### config.mk
export PLATFORM = sky130hd
export DESIGN_NAME = radix_digit_converter
export DESIGN_NICKNAME = d
export VERILOG_FILES = /design/src/hdl/rdc_pkg.sv /design/src/hdl/rdc_regs.sv /design/src/hdl/rdc_ctrl.sv /design/src/hdl/rdc_dp.sv /design/src/hdl/radix_digit_converter.sv
export SDC_FILE = /design/constraint.sdc
export NUM_CORES = 1
export LEC_CHECK = 0
export ABC_AREA = 1
export BUFFER_PORTS_ARGS = -buffer_cell sky130_fd_sc_hd__buf_2
export CORE_MARGIN = 2
export CORE_UTILIZATION = 50
export DETAILED_ROUTE_END_ITERATION = 12
export PLACE_DENSITY = 0.64
export SLEW_MARGIN = 20
export SYNTH_ARGS = -nofsm -noshare
export SYNTH_HDL_FRONTEND = slang
export SYNTH_SLANG_ARGS = --single-unit
### constraint.sdc
create_clock -name i_clk -period 41 [get_ports i_clk]
set_input_delay 2.05 -clock i_clk [delete_from_list [all_inputs] [get_ports i_clk]]
set_output_delay 2.05 -clock i_clk [all_outputs]
set_load 0.005 [all_outputs]
### src/hdl/rdc_pkg.sv
package rdc_pkg;

    // Field widths fixed by the stream formats
    localparam int CP_W       = 21;
    localparam int DIGIT_W    = 6;
    localparam int RADIX_W    = 6;
    localparam int STYLE_W    = 2;
    localparam int GROUP_W    = 6;
    localparam int MAG_W      = 64;
    localparam int IN_DATA_W  = 72;
    localparam int OUT_DATA_W = 48;

    // Remainder unit retires this many dividend bits per cycle
    localparam int DIV_BITS_PER_CYCLE = 8;

    // Configuration port
    localparam int CFG_ADDR_W = 4;
    localparam int CFG_DATA_W = 32;
    localparam int REG_IDX_W  = 2;

    localparam logic [REG_IDX_W-1:0] REG_PLAIN_GROUP = 2'd0;
    localparam logic [REG_IDX_W-1:0] REG_BASED_GROUP = 2'd1;
    localparam logic [REG_IDX_W-1:0] REG_PLAIN_SEP   = 2'd2;
    localparam logic [REG_IDX_W-1:0] REG_BASED_SEP   = 2'd3;

    localparam logic [GROUP_W-1:0] PLAIN_GROUP_RST = 6'd3;
    localparam logic [GROUP_W-1:0] BASED_GROUP_RST = 6'd4;
    localparam logic [CP_W-1:0]    SEP_RST         = 21'd8239;

    // Radix limits
    localparam logic [RADIX_W-1:0] RADIX_MIN = 6'd2;
    localparam logic [RADIX_W-1:0] RADIX_MAX = 6'd36;

    // Digit styles
    localparam logic [STYLE_W-1:0] STYLE_PLAIN = 2'd0;
    localparam logic [STYLE_W-1:0] STYLE_SUPER = 2'd1;
    localparam logic [STYLE_W-1:0] STYLE_SUB   = 2'd2;

    // Digit values with their own superscript glyphs, and the first letter digit
    localparam logic [DIGIT_W-1:0] DIGIT_ZERO  = 6'd0;
    localparam logic [DIGIT_W-1:0] DIGIT_ONE   = 6'd1;
    localparam logic [DIGIT_W-1:0] DIGIT_TWO   = 6'd2;
    localparam logic [DIGIT_W-1:0] DIGIT_THREE = 6'd3;
    localparam logic [DIGIT_W-1:0] DIGIT_TEN   = 6'd10;

    // Code points
    localparam logic [CP_W-1:0] CP_ASCII_ZERO  = 21'h000030;
    localparam logic [CP_W-1:0] CP_LETTER_BIAS = 21'h000037;  // 'A' - 10
    localparam logic [CP_W-1:0] CP_SUP_ZERO    = 21'h002070;
    localparam logic [CP_W-1:0] CP_SUP_ONE     = 21'h0000B9;
    localparam logic [CP_W-1:0] CP_SUP_TWO     = 21'h0000B2;
    localparam logic [CP_W-1:0] CP_SUP_THREE   = 21'h0000B3;
    localparam logic [CP_W-1:0] CP_SUB_ZERO    = 21'h002080;

    typedef enum logic [4:0] {
        S_IDLE  = 5'b00001,
        S_DIV   = 5'b00010,
        S_CHECK = 5'b00100,
        S_READ  = 5'b01000,
        S_LOAD  = 5'b10000
    } t_state;

    typedef struct packed {
        logic load;
        logic div_step;
        logic store;
        logic start_emit;
        logic out_load;
        logic dec_k;
    } t_cmd;

    typedef struct packed {
        logic chunk_last;
        logic quot_zero;
        logic count_full;
        logic k_zero;
        logic out_free;
    } t_status;

    typedef struct packed {
        logic [GROUP_W-1:0] plain_group;
        logic [GROUP_W-1:0] based_group;
        logic [CP_W-1:0]    plain_sep;
        logic [CP_W-1:0]    based_sep;
    } t_cfg;

    // Digit value to code point; values of ten and up are letters in any style
    function automatic logic [CP_W-1:0] digit_code(input logic [DIGIT_W-1:0] d,
                                                   input logic [STYLE_W-1:0] style);
        logic [CP_W-1:0] dx;
        dx = {{(CP_W-DIGIT_W){1'b0}}, d};
        if (d >= DIGIT_TEN) begin
            digit_code = dx + CP_LETTER_BIAS;
        end else begin
            case (style)
                STYLE_SUPER: begin
                    case (d)
                        DIGIT_ZERO:  digit_code = CP_SUP_ZERO;
                        DIGIT_ONE:   digit_code = CP_SUP_ONE;
                        DIGIT_TWO:   digit_code = CP_SUP_TWO;
                        DIGIT_THREE: digit_code = CP_SUP_THREE;
                        default:     digit_code = CP_SUP_ZERO + dx;
                    endcase
                end
                STYLE_SUB: digit_code = CP_SUB_ZERO + dx;
                default:   digit_code = CP_ASCII_ZERO + dx;
            endcase
        end
    endfunction

endpackage

### src/hdl/rdc_regs.sv
module rdc_regs (
    input  logic                            i_clk,
    input  logic                            i_rst_n,
    input  logic                            psel,
    input  logic                            penable,
    input  logic                            pwrite,
    input  logic [rdc_pkg::CFG_ADDR_W-1:0]  paddr,
    input  logic [rdc_pkg::CFG_DATA_W-1:0]  pwdata,
    output logic [rdc_pkg::CFG_DATA_W-1:0]  prdata,
    output logic                            pready,
    output rdc_pkg::t_cfg                   o_cfg
);
    import rdc_pkg::*;

    t_cfg                 r_cfg;
    logic [REG_IDX_W-1:0] reg_idx;
    logic                 wr_en;

    assign reg_idx = paddr[CFG_ADDR_W-1:2];
    assign wr_en   = psel && penable && pwrite;
    assign pready  = 1'b1;
    assign o_cfg   = r_cfg;

    // Register writes in the access phase
    always_ff @(posedge i_clk) begin
        if (!i_rst_n) begin
            r_cfg.plain_group <= PLAIN_GROUP_RST;
            r_cfg.based_group <= BASED_GROUP_RST;
            r_cfg.plain_sep   <= SEP_RST;
            r_cfg.based_sep   <= SEP_RST;
        end else if (wr_en) begin
            unique case (reg_idx)
                REG_PLAIN_GROUP: r_cfg.plain_group <= pwdata[GROUP_W-1:0];
                REG_BASED_GROUP: r_cfg.based_group <= pwdata[GROUP_W-1:0];
                REG_PLAIN_SEP:   r_cfg.plain_sep   <= pwdata[CP_W-1:0];
                REG_BASED_SEP:   r_cfg.based_sep   <= pwdata[CP_W-1:0];
            endcase
        end
    end

    // Read mux
    always_comb begin
        unique case (reg_idx)
            REG_PLAIN_GROUP: prdata = {{(CFG_DATA_W-GROUP_W){1'b0}}, r_cfg.plain_group};
            REG_BASED_GROUP: prdata = {{(CFG_DATA_W-GROUP_W){1'b0}}, r_cfg.based_group};
            REG_PLAIN_SEP:   prdata = {{(CFG_DATA_W-CP_W){1'b0}}, r_cfg.plain_sep};
            REG_BASED_SEP:   prdata = {{(CFG_DATA_W-CP_W){1'b0}}, r_cfg.based_sep};
        endcase
    end

endmodule

### src/hdl/rdc_ctrl.sv
module rdc_ctrl (
    input  logic             i_clk,
    input  logic             i_rst_n,
    input  logic             i_in_valid,
    output logic             o_in_ready,
    input  rdc_pkg::t_status i_status,
    output rdc_pkg::t_cmd    o_cmd
);
    import rdc_pkg::*;

    t_state r_state;
    t_state n_state;

    assign o_in_ready = (r_state == S_IDLE);

    // Sequencer: divide digit by digit, then read digits back in reverse
    always_comb begin
        n_state = r_state;
        o_cmd   = '0;
        unique case (r_state)
            S_IDLE: begin
                if (i_in_valid) begin
                    o_cmd.load = 1'b1;
                    n_state    = S_DIV;
                end
            end
            S_DIV: begin
                o_cmd.div_step = 1'b1;
                if (i_status.chunk_last) begin
                    o_cmd.store = 1'b1;
                    n_state     = S_CHECK;
                end
            end
            S_CHECK: begin
                if (i_status.quot_zero || i_status.count_full) begin
                    o_cmd.start_emit = 1'b1;
                    n_state          = S_READ;
                end else begin
                    n_state = S_DIV;
                end
            end
            S_READ: begin
                n_state = S_LOAD;
            end
            S_LOAD: begin
                if (i_status.out_free) begin
                    o_cmd.out_load = 1'b1;
                    if (i_status.k_zero) begin
                        n_state = S_IDLE;
                    end else begin
                        o_cmd.dec_k = 1'b1;
                        n_state     = S_READ;
                    end
                end
            end
            default: n_state = S_IDLE;
        endcase
    end

    always_ff @(posedge i_clk) begin
        if (!i_rst_n) begin
            r_state <= S_IDLE;
        end else begin
            r_state <= n_state;
        end
    end

endmodule

### src/hdl/rdc_dp.sv
module rdc_dp #(
    parameter int VALUE_BITS = 64,
    parameter int MAX_DIGITS = 64
) (
    input  logic                          i_clk,
    input  logic                          i_rst_n,
    input  rdc_pkg::t_cfg                 i_cfg,
    input  rdc_pkg::t_cmd                 i_cmd,
    output rdc_pkg::t_status              o_status,
    input  logic [rdc_pkg::MAG_W-1:0]     i_magnitude,
    input  logic [rdc_pkg::RADIX_W-1:0]   i_radix,
    input  logic [rdc_pkg::STYLE_W-1:0]   i_style,
    input  logic                          i_based,
    input  logic                          i_out_ready,
    output logic                          o_out_valid,
    output logic [rdc_pkg::CP_W-1:0]      o_code_point,
    output logic                          o_sep_before,
    output logic [rdc_pkg::CP_W-1:0]      o_sep_code,
    output logic                          o_last
);
    import rdc_pkg::*;

    localparam int STEP    = DIV_BITS_PER_CYCLE;
    localparam int CHUNKS  = (VALUE_BITS + STEP - 1) / STEP;
    localparam int PAD_W   = CHUNKS * STEP;
    localparam int CHUNK_W = (CHUNKS > 1) ? $clog2(CHUNKS) : 1;
    localparam int COUNT_W = $clog2(MAX_DIGITS + 1);
    localparam int ADDR_W  = $clog2(MAX_DIGITS);
    localparam int ENTRY_W = DIGIT_W + 1;

    // Working value: dividend bits leave at the top, quotient bits enter at the bottom
    logic [PAD_W-1:0]   r_value;
    logic [DIGIT_W-1:0] r_rem;
    logic [RADIX_W-1:0] r_radix;
    logic [STYLE_W-1:0] r_style;
    logic [GROUP_W-1:0] r_spacing;
    logic [CP_W-1:0]    r_sep_sel;
    logic [CHUNK_W-1:0] r_chunk;
    logic [COUNT_W-1:0] r_count;
    logic [GROUP_W-1:0] r_phase;
    logic [ADDR_W-1:0]  r_k;
    logic [ADDR_W-1:0]  r_last_k;

    // Digit store: remainder plus group-end flag per digit
    logic [ENTRY_W-1:0] r_mem [0:MAX_DIGITS-1];
    logic [ENTRY_W-1:0] r_rd;

    logic               r_out_valid;
    logic [CP_W-1:0]    r_cp;
    logic               r_sep;
    logic [CP_W-1:0]    r_sep_code;
    logic               r_last;

    logic [RADIX_W-1:0] radix_clamped;
    logic [STEP-1:0]    q_bits;
    logic [DIGIT_W-1:0] n_rem;
    logic [DIGIT_W:0]   trial;
    logic [PAD_W-1:0]   n_value;
    logic               group_end;
    logic               out_sep;
    logic [GROUP_W-1:0] sel_spacing;

    always_comb begin
        if (i_radix < RADIX_MIN) begin
            radix_clamped = RADIX_MIN;
        end else if (i_radix > RADIX_MAX) begin
            radix_clamped = RADIX_MAX;
        end else begin
            radix_clamped = i_radix;
        end
    end

    assign sel_spacing = i_based ? i_cfg.based_group : i_cfg.plain_group;

    // Remainder unit: STEP restoring steps per cycle on a narrow remainder
    always_comb begin
        n_rem  = r_rem;
        q_bits = '0;
        trial  = '0;
        for (int j = 0; j < STEP; j++) begin
            trial = {n_rem, r_value[PAD_W-1-j]};
            if (trial >= {1'b0, r_radix}) begin
                q_bits[STEP-1-j] = 1'b1;
                n_rem            = DIGIT_W'(trial - {1'b0, r_radix});
            end else begin
                n_rem = trial[DIGIT_W-1:0];
            end
        end
        n_value = (r_value << STEP) | PAD_W'(q_bits);
    end

    assign group_end = (r_spacing != '0) && (r_phase == r_spacing);
    assign out_sep   = r_rd[DIGIT_W] && (r_k != r_last_k);

    assign o_status.chunk_last = (r_chunk == CHUNK_W'(CHUNKS - 1));
    assign o_status.quot_zero  = (r_value == '0);
    assign o_status.count_full = (r_count == COUNT_W'(MAX_DIGITS));
    assign o_status.k_zero     = (r_k == '0);
    assign o_status.out_free   = !r_out_valid || i_out_ready;

    // Per-item setup and division bookkeeping
    always_ff @(posedge i_clk) begin
        if (i_cmd.load) begin
            r_value   <= PAD_W'(i_magnitude[VALUE_BITS-1:0]);
            r_rem     <= '0;
            r_radix   <= radix_clamped;
            r_style   <= i_style;
            r_spacing <= sel_spacing;
            r_sep_sel <= i_based ? i_cfg.based_sep : i_cfg.plain_sep;
            r_chunk   <= '0;
            r_count   <= '0;
            r_phase   <= GROUP_W'(1);
        end else if (i_cmd.div_step) begin
            r_value <= n_value;
            if (i_cmd.store) begin
                r_rem   <= '0;
                r_chunk <= '0;
                r_count <= r_count + 1'b1;
                r_phase <= group_end ? GROUP_W'(1) : r_phase + 1'b1;
            end else begin
                r_rem   <= n_rem;
                r_chunk <= r_chunk + 1'b1;
            end
        end
    end

    // Readback index, most significant digit first
    always_ff @(posedge i_clk) begin
        if (i_cmd.start_emit) begin
            r_k      <= ADDR_W'(r_count - 1'b1);
            r_last_k <= ADDR_W'(r_count - 1'b1);
        end else if (i_cmd.dec_k) begin
            r_k <= r_k - 1'b1;
        end
    end

    // Digit store write and registered read
    always_ff @(posedge i_clk) begin
        if (i_cmd.store) begin
            r_mem[r_count[ADDR_W-1:0]] <= {group_end, n_rem};
        end
        r_rd <= r_mem[r_k];
    end

    // Output register
    always_ff @(posedge i_clk) begin
        if (!i_rst_n) begin
            r_out_valid <= 1'b0;
        end else if (i_cmd.out_load) begin
            r_out_valid <= 1'b1;
        end else if (i_out_ready) begin
            r_out_valid <= 1'b0;
        end
    end

    always_ff @(posedge i_clk) begin
        if (i_cmd.out_load) begin
            r_cp       <= digit_code(r_rd[DIGIT_W-1:0], r_style);
            r_sep      <= out_sep;
            r_sep_code <= out_sep ? r_sep_sel : '0;
            r_last     <= (r_k == '0);
        end
    end

    assign o_out_valid  = r_out_valid;
    assign o_code_point = r_cp;
    assign o_sep_before = r_sep;
    assign o_sep_code   = r_sep_code;
    assign o_last       = r_last;

endmodule

### src/hdl/radix_digit_converter.sv
// Channel   Dir  Beat                 tdata (low bit up)                        tuser / tlast
// s_axis    in   one value            magnitude[63:0] radix[69:64] style[71:70] tuser=is_based
// m_axis    out  one digit            code_point[20:0] separator_code[41:21]    tuser=separator_before
//                                     zero pad[47:42]                           tlast=last_digit
// apb       in   register access      plain_group 0x0, based_group 0x4, plain_sep 0x8, based_sep 0xC
//
// Each digit takes a full pass of the remainder unit over the padded value (8 dividend bits per
// cycle) and a check of the quotient; digits are then read back from the digit store and loaded
// into the output register one at a time.
// Synchronous active-low reset; the digit store needs no clearing pass after reset.
// s_axis is taken only between values; a stalled m_axis holds the sequencer in readback.
module radix_digit_converter #(
    parameter int VALUE_BITS = 64,
    parameter int MAX_DIGITS = 64
) (
    input  logic                            i_clk,
    input  logic                            i_rst_n,
    // magnitude, radix, digit_style
    input  logic                            i_s_tvalid,
    output logic                            o_s_tready,
    input  logic [rdc_pkg::IN_DATA_W-1:0]   i_s_tdata,
    // is_based
    input  logic                            i_s_tuser,
    // code_point, separator_code
    output logic                            o_m_tvalid,
    input  logic                            i_m_tready,
    output logic [rdc_pkg::OUT_DATA_W-1:0]  o_m_tdata,
    // separator_before
    output logic                            o_m_tuser,
    output logic                            o_m_tlast,
    input  logic                            psel,
    input  logic                            penable,
    input  logic                            pwrite,
    input  logic [rdc_pkg::CFG_ADDR_W-1:0]  paddr,
    input  logic [rdc_pkg::CFG_DATA_W-1:0]  pwdata,
    output logic [rdc_pkg::CFG_DATA_W-1:0]  prdata,
    output logic                            pready
);
    import rdc_pkg::*;

    t_cfg            cfg;
    t_cmd            cmd;
    t_status         status;
    logic [CP_W-1:0] code_point;
    logic [CP_W-1:0] sep_code;

    rdc_regs u_regs (
        .i_clk   (i_clk),
        .i_rst_n (i_rst_n),
        .psel    (psel),
        .penable (penable),
        .pwrite  (pwrite),
        .paddr   (paddr),
        .pwdata  (pwdata),
        .prdata  (prdata),
        .pready  (pready),
        .o_cfg   (cfg)
    );

    rdc_ctrl u_ctrl (
        .i_clk      (i_clk),
        .i_rst_n    (i_rst_n),
        .i_in_valid (i_s_tvalid),
        .o_in_ready (o_s_tready),
        .i_status   (status),
        .o_cmd      (cmd)
    );

    rdc_dp #(
        .VALUE_BITS (VALUE_BITS),
        .MAX_DIGITS (MAX_DIGITS)
    ) u_dp (
        .i_clk        (i_clk),
        .i_rst_n      (i_rst_n),
        .i_cfg        (cfg),
        .i_cmd        (cmd),
        .o_status     (status),
        .i_magnitude  (i_s_tdata[MAG_W-1:0]),
        .i_radix      (i_s_tdata[MAG_W+RADIX_W-1:MAG_W]),
        .i_style      (i_s_tdata[MAG_W+RADIX_W+STYLE_W-1:MAG_W+RADIX_W]),
        .i_based      (i_s_tuser),
        .i_out_ready  (i_m_tready),
        .o_out_valid  (o_m_tvalid),
        .o_code_point (code_point),
        .o_sep_before (o_m_tuser),
        .o_sep_code   (sep_code),
        .o_last       (o_m_tlast)
    );

    assign o_m_tdata = {{(OUT_DATA_W-2*CP_W){1'b0}}, sep_code, code_point};

endmodule

==> impl_metrics.csv <==
group,metric,value,unit
final_layout,nNetsFinal,3223,
logic_synthesis,synth_top_area_share,0.578,
logic_synthesis,ys.flop_type,"sky130_fd_sc_hd__edfxtp_1",
sta,maxSlewViolCount,0,
floorplan,design.die.area,63400,µm²
critical_path,crit_path_end_kind,"flop",
final_layout,share_of_final_layout_standard_cells_stronger_than_drive_strength_1,0.112,
clocking,h_tree_lvl_count,3,
logic_synthesis,netlist.top_cell.by_area,"sky130_fd_sc_hd__edfxtp_1",
clocking,cts_root_buf,"sky130_fd_sc_hd__clkbuf_16",
sta,fin_setup_tns,0,ps
final_layout,insertedDiodeCount,0,
final_layout,reg_area,19500,µm²
grt,first_pass_grt_wire_length,116000,µm
placement,place_congestion,0.854,
sta,max_clock_freq,64.8,MHz
sta,period_share,0.377,
routing,via_per_inst,5.67,
logic_synthesis,yosysUniqueCellTypes,53,
sta,unrepaired_setup_endpoints_after_global_routing,"false",
critical_path,maximum_net_fanout_on_the_critical_path,64,
logic_synthesis,synth.yosys.seq_area_share,0.636,
grt,grt_usage,0.236,
routing,ant_nets,0,
sta,finalWorstPathRequiredPeriod,15440,ps
logic_synthesis,post_synth_inst_count,2922,
routing,postRouteWirelength,75700,µm
clocking,cts_made_buffers,71,
final_layout,multi_input_comb_area,9710,µm²
clocking,post-cts-setup-buffers,0,
logic_synthesis,synthesis.yosys.warnings,0,
sta,final.setup_skew,16.3,ps
clocking,cts_tree,"done",
logic_synthesis,async_reset_ff_frac,0,
critical_path,crit_top_cell,"sky130_fd_sc_hd__nand2_1",
routing,drt_first_iter_violations,1924,
routing,first_pass_iters,5,
clocking,clock_latency_of_the_later_clocked_register_in_the_worst_skew_pair,620,ps
sta,hold_viol_final,0,
routing,routed_wire_length_per_instance,19.5,µm
critical_path,timing.critical_path.arrival,15750,ps
clocking,clk_pin_slew_worst_paths,60,ps
floorplan,ioPinCount,201,
sta,finalSetupViolCount,0,
final_layout,final_cell_mix,"sky130_fd_sc_hd__edfxtp_1 (591), sky130_fd_sc_hd__nand2_1 (476), sky130_fd_sc_hd__nor2_1 (430)",
logic_synthesis,synth_edf_count,591,
clocking,max-clock-path-buffers,3,
final_layout,num-fill-cells,5144,
routing,routed-via-count,21970,
sta,max_slew_margin,0.330,
grt,grt_pass1_vias,20918,
critical_path,crit_path_top_delay_cell,"sky130_fd_sc_hd__edfxtp_1",
routing,final_routed_drc_violation_total,0,
status,status,"complete, no violations",
floorplan,die_height,252,µm
floorplan,core,60500,µm²
clocking,count_of_instances_resized_after_the_clock_tree_is_built,0,
placement,buffer_ports.inserted,157,
logic_synthesis,synth.top_cells.by_area,"sky130_fd_sc_hd__edfxtp_1 (58%), sky130_fd_sc_hd__o21ai_0 (6.0%), sky130_fd_sc_hd__nand2_1 (5.8%), sky130_fd_sc_hd__dfxtp_1 (5.8%), sky130_fd_sc_hd__nor2_1 (5.3%)",
sta,tightestPinTransition,1000,ps
final_layout,layout.cells.most_common,"sky130_fd_sc_hd__edfxtp_1",
logic_synthesis,netlist_area,30700,µm²
clocking,clock_sink_count,680,
floorplan,dieWidth,252,µm
placement,hpwl,46700,µm
critical_path,critical_path_class,"reg2reg",
grt,antenna_found_initial,1,
floorplan,initial_core_util,0.508,
floorplan,rows,90,
worst_hold_path,hold_path.class,"reg2reg",
final_layout,syn2layout_area_growth,12.3,%
logic_synthesis,total_of_flip_flops_plus_latches_after_synthesis,680,
critical_path,critical_path_required,41310,ps
run,cap_violations,0,
grt,gr-total-overflow,0,
logic_synthesis,mean_cell_area_of_the_mapped_netlist,10.5,µm²
grt,grt_max_degree,101,
clocking,ctsHoldBuffers,0,
critical_path,critical_path.startpoint_type,"flop",
critical_path,slowest_delay,760,ps
## synth_stat cells (3+ instances only)
cell / count
sky130_fd_sc_hd__a211oi_1: 3
sky130_fd_sc_hd__a21oi_1: 75
sky130_fd_sc_hd__a221oi_1: 3
sky130_fd_sc_hd__a31oi_1: 14
sky130_fd_sc_hd__a32o_1: 6
sky130_fd_sc_hd__and2_1: 5
sky130_fd_sc_hd__buf_4: 30
sky130_fd_sc_hd__buf_6: 3
sky130_fd_sc_hd__clkbuf_1: 139
sky130_fd_sc_hd__clkinv_1: 3
sky130_fd_sc_hd__dfxtp_1: 89
sky130_fd_sc_hd__edfxtp_1: 591
sky130_fd_sc_hd__fa_1: 8
sky130_fd_sc_hd__ha_1: 64
sky130_fd_sc_hd__inv_1: 209
sky130_fd_sc_hd__inv_2: 3
sky130_fd_sc_hd__nand2_1: 478
sky130_fd_sc_hd__nand2_2: 6
sky130_fd_sc_hd__nand3_1: 78
sky130_fd_sc_hd__nand3_2: 7
sky130_fd_sc_hd__nand3_4: 4
sky130_fd_sc_hd__nand4_1: 36
sky130_fd_sc_hd__nor2_1: 433
sky130_fd_sc_hd__nor2_2: 4
sky130_fd_sc_hd__nor3_1: 18
sky130_fd_sc_hd__nor4_1: 20
sky130_fd_sc_hd__o211ai_1: 29
sky130_fd_sc_hd__o21a_1: 6
sky130_fd_sc_hd__o21ai_0: 365
sky130_fd_sc_hd__o21ai_1: 8
sky130_fd_sc_hd__o221ai_1: 39
sky130_fd_sc_hd__o22ai_1: 76
sky130_fd_sc_hd__o31ai_1: 4
sky130_fd_sc_hd__xnor2_1: 12
sky130_fd_sc_hd__xor2_1: 28
## critical path: cells and delay by family, from the launching register on
family,cells,cell delay [ps]
compound gates,31,6210
fa+ha+maj,8,2690
buf+inv,14,2010
flops,1,760
simple gates,29,3330
## sequential cells by signal (all words and copies together) (netlist names)
signal	count
u_ctrl.r_state	5
u_dp.o_code_point	9
u_dp.o_last	1
u_dp.o_out_valid	1
u_dp.o_sep_before	1
u_dp.o_sep_code	21
u_dp.r_chunk	3
u_dp.r_count	7
u_dp.r_k	6
u_dp.r_last_k	6
u_dp.r_mem	448
u_dp.r_phase	6
u_dp.r_radix	6
u_dp.r_rd	7
u_dp.r_rem	6
u_dp.r_sep_sel	21
u_dp.r_spacing	6
u_dp.r_style	2
u_dp.r_value	64
u_regs.o_cfg	54
## routing by layer
metal	wire length, µm	track usage	vias to the layer above	share of wire
met5	9	0	-	0.00012
met4	2210	0.0745	2	0.029
met3	5070	0.0404	135	0.067
met2	36200	0.387	777	0.48
met1	32200	0.321	10601	0.43
li1	-	-	10455	-
## cells by family after synthesis
group	after synthesis	share of synthesized area
buffers and inverters	388	0.0519
other	2	0.000245
adder cells (fa/ha/maj)	72	0.0313
flip-flops	680	0.636
XOR/XNOR	40	0.0114
AO/OA/AOI/OAI	643	0.120
AND/OR/NAND/NOR	1097	0.149
## stage by stage
step	area (µm²)	hold WS, ps	cells	util	setup WS, ps
6_report	34500	469	3876	0.570	25560
5_1_grt	34500	490	3876	0.570	23980
4_1_cts	34400	470	3875	0.569	25530
3_5_place_dp	32000	460	3743	0.529	25600
3_3_place_gp	32000	440	3743	0.529	26020
2_1_floorplan	30800	423	2950	-	27800
## layout make-up
class	count	area share
sequential	680	0.567
clock inverter	45	0.0155
tap	782	0.0284
multi-input combinational	1882	0.282
inverter	215	0.0236
timing repair buffer	185	0.0295
clock buffer	87	0.0545
## worst paths after layout
kind,from,to,slack (ps),depth (start not counted)
worst max register to register,u_dp.r_radix[1]$_SDFFCE_PP1P_,u_dp.r_mem[39][3]$_DFFE_PP_,25560,82
worst max-delay path,u_dp.r_radix[1]$_SDFFCE_PP1P_,u_dp.r_mem[39][3]$_DFFE_PP_,25560,82
worst min-delay path,u_regs.o_cfg[30]$_SDFFE_PN0P_,u_regs.o_cfg[30]$_SDFFE_PN0P_,470,2
worst min register to register,u_regs.o_cfg[30]$_SDFFE_PN0P_,u_regs.o_cfg[30]$_SDFFE_PN0P_,470,2
Power is left out: the tool's default activity adds up to more than one toggle a clock period on the data nets, which glitch-free logic cannot reach.
